`config.mk`:
```
export PLATFORM = sky130hd
export DESIGN_NAME = positional_insert_delete_array
export DESIGN_NICKNAME = d
export VERILOG_FILES = /design/src/hdl/pida_pkg.sv /design/src/hdl/pida_cell.sv /design/src/hdl/positional_insert_delete_array.sv
export SDC_FILE = /design/constraint.sdc
export NUM_CORES = 2
export LEC_CHECK = 0
export BUFFER_PORTS_ARGS = -buffer_cell sky130_fd_sc_hd__buf_4
export CAP_MARGIN = 0
export CORE_ASPECT_RATIO = 1.75
export CORE_MARGIN = 5
export CORE_UTILIZATION = 35
export CTS_CLUSTER_DIAMETER = 150
export DETAILED_ROUTE_END_ITERATION = 8
export GPL_TIMING_DRIVEN = 1
export PLACE_DENSITY_LB_ADDON = 0.12
export SYNTH_ARGS = -nofsm -noshare
export SYNTH_HDL_FRONTEND = slang
export SYNTH_SLANG_ARGS = --single-unit
export TNS_END_PERCENT = 20
```
`constraint.sdc`:
```
create_clock -name clk -period 8.3 [get_ports clk]
set_clock_uncertainty 0.05 [all_clocks]
set_input_delay 0.415 -clock clk [delete_from_list [all_inputs] [get_ports clk]]
set_output_delay 0.415 -clock clk [all_outputs]
set_load 0.1 [all_outputs]
```
`src/hdl/pida_pkg.sv`:
```
// Package for the positional insert/delete array.
// Holds the action and status codes, the cell command type and the default capacity.
// No dependencies.
package pida_pkg;

    localparam int CAPACITY_DEFAULT = 32;

    localparam int ACTION_W   = 3;
    localparam int POSITION_W = 6;
    localparam int WORD_W     = 32;
    localparam int FILL_W     = 6;
    localparam int STATUS_W   = 2;

    localparam logic [ACTION_W-1:0] ACT_CLEAR  = 3'd0;
    localparam logic [ACTION_W-1:0] ACT_APPEND = 3'd1;
    localparam logic [ACTION_W-1:0] ACT_READ   = 3'd2;
    localparam logic [ACTION_W-1:0] ACT_INSERT = 3'd3;
    localparam logic [ACTION_W-1:0] ACT_DELETE = 3'd4;

    localparam logic [STATUS_W-1:0] ST_OK    = 2'd0;
    localparam logic [STATUS_W-1:0] ST_RANGE = 2'd1;
    localparam logic [STATUS_W-1:0] ST_FULL  = 2'd2;

    typedef enum logic [1:0] {
        CELL_HOLD,
        CELL_APPEND,
        CELL_INSERT,
        CELL_DELETE
    } cell_cmd_t;

endpackage

```
`src/hdl/pida_cell.sv`:
```
// One storage cell of the positional insert/delete array.
// Loads the new word, takes its lower or upper neighbor's word, or holds.
// Depends on pida_pkg.
module pida_cell #(
    parameter int PW  = 7,
    parameter int IDX = 0
) (
    input  logic                               clk,
    input  pida_pkg::cell_cmd_t                cmd,
    input  logic [PW-1:0]                      index,
    input  logic signed [pida_pkg::WORD_W-1:0] value,
    input  logic signed [pida_pkg::WORD_W-1:0] left_word,
    input  logic signed [pida_pkg::WORD_W-1:0] right_word,
    output logic signed [pida_pkg::WORD_W-1:0] word
);

    localparam logic [PW-1:0] MY_IDX = PW'(IDX);

    logic signed [pida_pkg::WORD_W-1:0] word_reg;
    logic signed [pida_pkg::WORD_W-1:0] word_next;

    always_comb
    begin
        word_next = word_reg;
        case (cmd)
            pida_pkg::CELL_APPEND:
            begin
                if (index == MY_IDX)
                begin
                    word_next = value;
                end
            end
            pida_pkg::CELL_INSERT:
            begin
                if (index == MY_IDX)
                begin
                    word_next = value;
                end
                else if (index < MY_IDX)
                begin
                    word_next = left_word;
                end
            end
            pida_pkg::CELL_DELETE:
            begin
                if (index <= MY_IDX)
                begin
                    word_next = right_word;
                end
            end
            default:
            begin
                word_next = word_reg;
            end
        endcase
    end

    always_ff @(posedge clk)
    begin
        word_reg <= word_next;
    end

    assign word = word_reg;

endmodule

```
`src/hdl/positional_insert_delete_array.sv`:
```
// Top level of the positional insert/delete array.
// Instantiates a row of pida_cell storage cells; depends on pida_pkg.
//
// Usage: each input word carries an action (clear, append, read, insert,
// delete), a 1-based position and a value. Every accepted input word gives
// exactly one output word with the data read or deleted, the fill after the
// operation and a status code.
// The list lives in a row of cells. On insert every cell above the position
// takes its lower neighbor's word while the cell at the position loads the
// value; on delete every cell from the position up takes its upper
// neighbor's word. All cells move in the same cycle.
// The result is registered: it is loaded into the output register at the
// edge that accepts the input word and can be taken from the next edge on.
// Throughput is one word per cycle, set by the single output register, while
// the receiver does not stall.
// When the receiver stalls, the result waits in the output register and
// in_stall rises until it is taken; the list does not change meanwhile.
// Reset empties the list and clears the output valid flag; no clearing
// pass is needed, since only entries below the fill are ever read.
module positional_insert_delete_array #(
    parameter int CAPACITY = pida_pkg::CAPACITY_DEFAULT
) (
    input  logic                                 clk,
    input  logic                                 rst_n,
    input  logic                                 in_valid,
    output logic                                 in_stall,
    input  logic [pida_pkg::ACTION_W-1:0]        action,
    input  logic [pida_pkg::POSITION_W-1:0]      position,
    input  logic signed [pida_pkg::WORD_W-1:0]   value,
    output logic                                 out_valid,
    input  logic                                 out_stall,
    output logic signed [pida_pkg::WORD_W-1:0]   data,
    output logic [pida_pkg::FILL_W-1:0]          fill,
    output logic [pida_pkg::STATUS_W-1:0]        status
);

    localparam int CW = $clog2(CAPACITY + 1);
    localparam int IW = (CAPACITY > 1) ? $clog2(CAPACITY) : 1;
    localparam int PW = (CW > pida_pkg::POSITION_W + 1) ? CW : pida_pkg::POSITION_W + 1;

    logic [CW-1:0] count_reg;
    logic [CW-1:0] count_next;
    logic          out_valid_reg;
    logic          out_valid_next;
    logic signed [pida_pkg::WORD_W-1:0] data_reg;
    logic signed [pida_pkg::WORD_W-1:0] data_next;
    logic [pida_pkg::FILL_W-1:0]        fill_reg;
    logic [pida_pkg::FILL_W-1:0]        fill_next;
    logic [pida_pkg::STATUS_W-1:0]      status_reg;
    logic [pida_pkg::STATUS_W-1:0]      status_next;

    logic                accept;
    logic [PW-1:0]       pos_ext;
    logic [PW-1:0]       count_ext;
    logic [PW-1:0]       slot_idx;
    logic [PW-1:0]       cell_index;
    logic                pos_nonzero;
    logic                read_ok;
    logic                insert_ok;
    logic                full;
    pida_pkg::cell_cmd_t cmd;
    logic signed [pida_pkg::WORD_W-1:0] words [CAPACITY];
    logic signed [pida_pkg::WORD_W-1:0] read_word;

    assign in_stall = out_valid_reg && out_stall;
    assign accept   = in_valid && !in_stall;

    assign pos_ext     = PW'(position);
    assign count_ext   = PW'(count_reg);
    assign slot_idx    = pos_ext - PW'(1);
    assign pos_nonzero = (position != '0);
    assign read_ok     = pos_nonzero && (pos_ext <= count_ext);
    assign insert_ok   = pos_nonzero && (pos_ext <= count_ext + PW'(1));
    assign full        = (count_ext == PW'(CAPACITY));
    assign read_word   = words[slot_idx[IW-1:0]];

    always_comb
    begin
        cmd         = pida_pkg::CELL_HOLD;
        cell_index  = slot_idx;
        count_next  = count_reg;
        data_next   = '0;
        status_next = pida_pkg::ST_OK;
        unique case (action)
            pida_pkg::ACT_CLEAR:
            begin
                count_next = '0;
            end
            pida_pkg::ACT_APPEND:
            begin
                cell_index = count_ext;
                if (full)
                begin
                    status_next = pida_pkg::ST_FULL;
                end
                else
                begin
                    cmd        = pida_pkg::CELL_APPEND;
                    count_next = count_reg + CW'(1);
                end
            end
            pida_pkg::ACT_READ:
            begin
                if (read_ok)
                begin
                    data_next = read_word;
                end
                else
                begin
                    status_next = pida_pkg::ST_RANGE;
                end
            end
            pida_pkg::ACT_INSERT:
            begin
                if (full)
                begin
                    status_next = pida_pkg::ST_FULL;
                end
                else if (!insert_ok)
                begin
                    status_next = pida_pkg::ST_RANGE;
                end
                else
                begin
                    cmd        = pida_pkg::CELL_INSERT;
                    count_next = count_reg + CW'(1);
                end
            end
            pida_pkg::ACT_DELETE:
            begin
                if (read_ok)
                begin
                    data_next  = read_word;
                    cmd        = pida_pkg::CELL_DELETE;
                    count_next = count_reg - CW'(1);
                end
                else
                begin
                    status_next = pida_pkg::ST_RANGE;
                end
            end
            default:
            begin
                cmd = pida_pkg::CELL_HOLD;
            end
        endcase
        if (!accept)
        begin
            cmd        = pida_pkg::CELL_HOLD;
            count_next = count_reg;
        end
        fill_next = pida_pkg::FILL_W'(count_next);
    end

    always_comb
    begin
        out_valid_next = out_valid_reg;
        if (accept)
        begin
            out_valid_next = 1'b1;
        end
        else if (!out_stall)
        begin
            out_valid_next = 1'b0;
        end
    end

    always_ff @(posedge clk or negedge rst_n)
    begin
        if (!rst_n)
        begin
            count_reg     <= '0;
            out_valid_reg <= 1'b0;
        end
        else
        begin
            count_reg     <= count_next;
            out_valid_reg <= out_valid_next;
        end
    end

    always_ff @(posedge clk)
    begin
        if (accept)
        begin
            data_reg   <= data_next;
            fill_reg   <= fill_next;
            status_reg <= status_next;
        end
    end

    for (genvar i = 0; i < CAPACITY; i++)
    begin : g_cell
        logic signed [pida_pkg::WORD_W-1:0] left_word;
        logic signed [pida_pkg::WORD_W-1:0] right_word;

        if (i == 0)
        begin : g_first
            assign left_word = value;
        end
        else
        begin : g_mid_left
            assign left_word = words[i-1];
        end

        if (i == CAPACITY - 1)
        begin : g_last
            assign right_word = words[i];
        end
        else
        begin : g_mid_right
            assign right_word = words[i+1];
        end

        pida_cell #(
            .PW  (PW),
            .IDX (i)
        ) u_cell (
            .clk        (clk),
            .cmd        (cmd),
            .index      (cell_index),
            .value      (value),
            .left_word  (left_word),
            .right_word (right_word),
            .word       (words[i])
        );
    end

    assign out_valid = out_valid_reg;
    assign data      = data_reg;
    assign fill      = fill_reg;
    assign status    = status_reg;

endmodule

```
==> reports/metrics.yaml <==
status: "finished clean"
largest_register_ffs: 1024
rows: 210
antenna_found_initial: 16
hp-start: "value[5]"
cts_setup_buffers: 0
path_clk_slew_ns: 0.07
wirelength_um: 270000
synthCells: 6511
cts_made_buffers: 114
multiInputGateArea_um2: 30700
core_area_um2: 187000
ios: 87
drtIter0Drc: 6723
grt_max_degree: 175
cts_buffer_depth: 3
synth_ff_type: "edfxtp_1"
setup_slack_ns: 1.89
numPortBuffers: 86
r2r_end: "g_cell[10].u_cell.word[23]"
syn-num-nets: 6576
via_per_inst: 6.27
fill_cells: 18300
synthToLayoutAreaGrowth_pct: 10.4
path_class: "register to register"
mostFrequentLayoutCells: "nand2_1, edfxtp_1, a21oi_1, o211ai_1, mux4_2"
root_buffer: "clkbuf_16"
async_flop_share_pct: 0.654
drv_slew: 0
p_leak_nw: 20.1
period_needed_ns: 6.41
die_area_um2: 196000
max_cap_viol_count: 0
ys_ff_latch: 1071
die_w_um: 337
postLayoutCellArea_um2: 72200
ff2ff_setup_slack_ns: 1.89
synth.distinct_cells: 70
drive_above_1_share_pct: 14.3
grt_pass1_vias: 52900
hp-class: "primary input to register"
setup_viol: 0
fin_tns_setup_ns: 0
syn-cell-area_um2: 65400
yosysSeqAreaShare_pct: 49.1
tightest_slew_ns: 1.29
hold_viol_final: 0
vias: 54700
synth_edf_count: 1064
worstPathMaxFanout: 73
wl_per_cell_um: 31.0
post-route-util_pct: 38.7
regArea_um2: 32100
place_hpwl_um: 151000
worstPathArrival_ns: 6.94
finalCritPeriodShare_pct: 77.2
yosysWarnings: 0
hold_end: "g_cell[31].u_cell.word[5]"
fp.dieH_um: 582
grt_first_pass_wirelength_um: 386000
min_path_cells: 2
postRouteAntennaNets: 0
cts.htree.levels: 3
startpoint_type: "register"
placed_area_um2: 68300
grt_setup_unrepaired: "false"
powerDensity_nw_per_um2: 207
drc: 0
ir_drop_mv: 0.179
layout_commonest_cell: "nand2_1"
grt_usage_pct: 26.6
gp_congestion: 0.824
rr_startpoint: "count_reg[1]"
fmax_mhz: 156
insertion_delay_ns: 0.76
cts_tree: "yes"
post_synth.cell_area_avg_um2: 10.0
end_kind: "register"
grt.overflow.total: 0
drt_pass1_iterations: 8
cts_num_sinks: 1071
cp.required_ns: 8.83
dp_worst_setup_slack_ns: 1.68
final_nets: 6252
reg2reg_depth: 16
slew_headroom_pct: 14.3
initial_core_util_pct: 35.0
## layout make-up
cell class,instances,area share [%]
clock inverter,67,0.792
inverter,25,0.133
clock buffer,139,4.17
sequential,1071,44.5
timing repair buffer,288,3.61
multi-input combinational,4687,42.6
tap,2438,4.23
antenna,5,0.0173
## metal layers
metal  up-vias  routed length [um]  share of wire (%)  global-route usage (%)
li1      23700                   -                  -                       -
met1     27800              105000                 39                    34.6
met2      2583              130000                 48                    44.1
met3       604               19700                7.3                    3.80
met4         6               14900                5.5                    12.2
met5         -                  41              0.015                       0
## worst max-delay path, cell delays in order, from the launching register on
cell	delay [ns]
dfrtp_1	0.50
ha_1	0.31
nand3_1	0.20
xnor2_1	0.18
ha_1	0.29
a21o_1	0.19
a21oi_1	0.22
a21oi_1	0.19
nor2_1	0.17
and3_1	0.20
o21a_1	0.24
ha_4	0.70
buf_4	0.76
buf_4	0.60
and2_1	1.01
nand2_1	0.14
o211ai_1	0.17
## power breakdown
group,leakage [nW],switching [mW],internal (mW)
registers,9.82,0.299,6.51
clock network,1.75,2.41,2.82
logic,8.48,1.93,0.954
## worst max path at each step
stage | start | to | cells after the start
after floorplan | position[0] | g_cell[2].u_cell.word[0] | 16
after global placement | position[0] | g_cell[16].u_cell.word[19] | 14
after detailed placement | position[0] | g_cell[29].u_cell.word[23] | 13
after CTS | count_reg[1] | g_cell[16].u_cell.word[18] | 16
after global routing | count_reg[4] | g_cell[18].u_cell.word[23] | 13
final | count_reg[1] | g_cell[10].u_cell.word[23] | 16
## what timing repair did
| action | CTS | global route |
|---|---|---|
| resized for setup | 0 | 0 |
| hold buffers | 34 | 0 |
| hold endpoints to repair | 68 | 0 |
## cells by family after synthesis
| family | share of synthesized area (%) |
|---|---|
| and+or+nand+nor | 13.3 |
| adders and majority gates | 0.383 |
| buffers and inverters | 4.83 |
| AOI/OAI and AO/OA | 19.9 |
| xor gates and xnor gates | 0.134 |
| DFF | 49.1 |
| muxes | 12.3 |
## synth_stat cells (4+ instances only)
cell type	n	area, um^2
a211oi_1	5	37.5
a21oi_1	1028	5140
a31oi_1	16	100
and2_1	68	425
buf_1	25	93.8
buf_2	191	956
buf_4	11	82.6
buf_6	7	78.8
clkbuf_1	494	1850
dfrtp_1	7	175
edfxtp_1	1064	32000
ha_1	20	250
inv_1	25	93.8
mux2_1	8	90.1
mux2_2	57	642
mux2i_1	4	40.0
mux4_2	320	7210
nand2_1	2009	7540
nand2b_1	9	56.3
nand3_1	8	40.0
nor2_1	30	113
nor3_1	26	130
nor3_2	4	40.0
nor4_1	10	62.6
nor4_4	5	106
o211ai_1	948	7120
o211ai_2	15	188
o21ai_0	14	70.1
o21ai_1	5	25.0
o22ai_1	5	31.3
or2_2	7	43.8
or3_1	7	43.8
xnor2_1	7	61.3
## through the flow
step / power (mW) / hold slack (ns) / instances
2_1_floorplan: 8.60 / 0.0694 / 6511
3_3_place_gp: 9.74 / 0.194 / 8475
3_5_place_dp: 9.77 / 0.195 / 8475
4_1_cts: 15.0 / 0.00834 / 8715
5_1_grt: 15.4 / 0.0262 / 8716
6_report: 14.9 / 0.0504 / 8720
(Power assumes the default switching activity.)
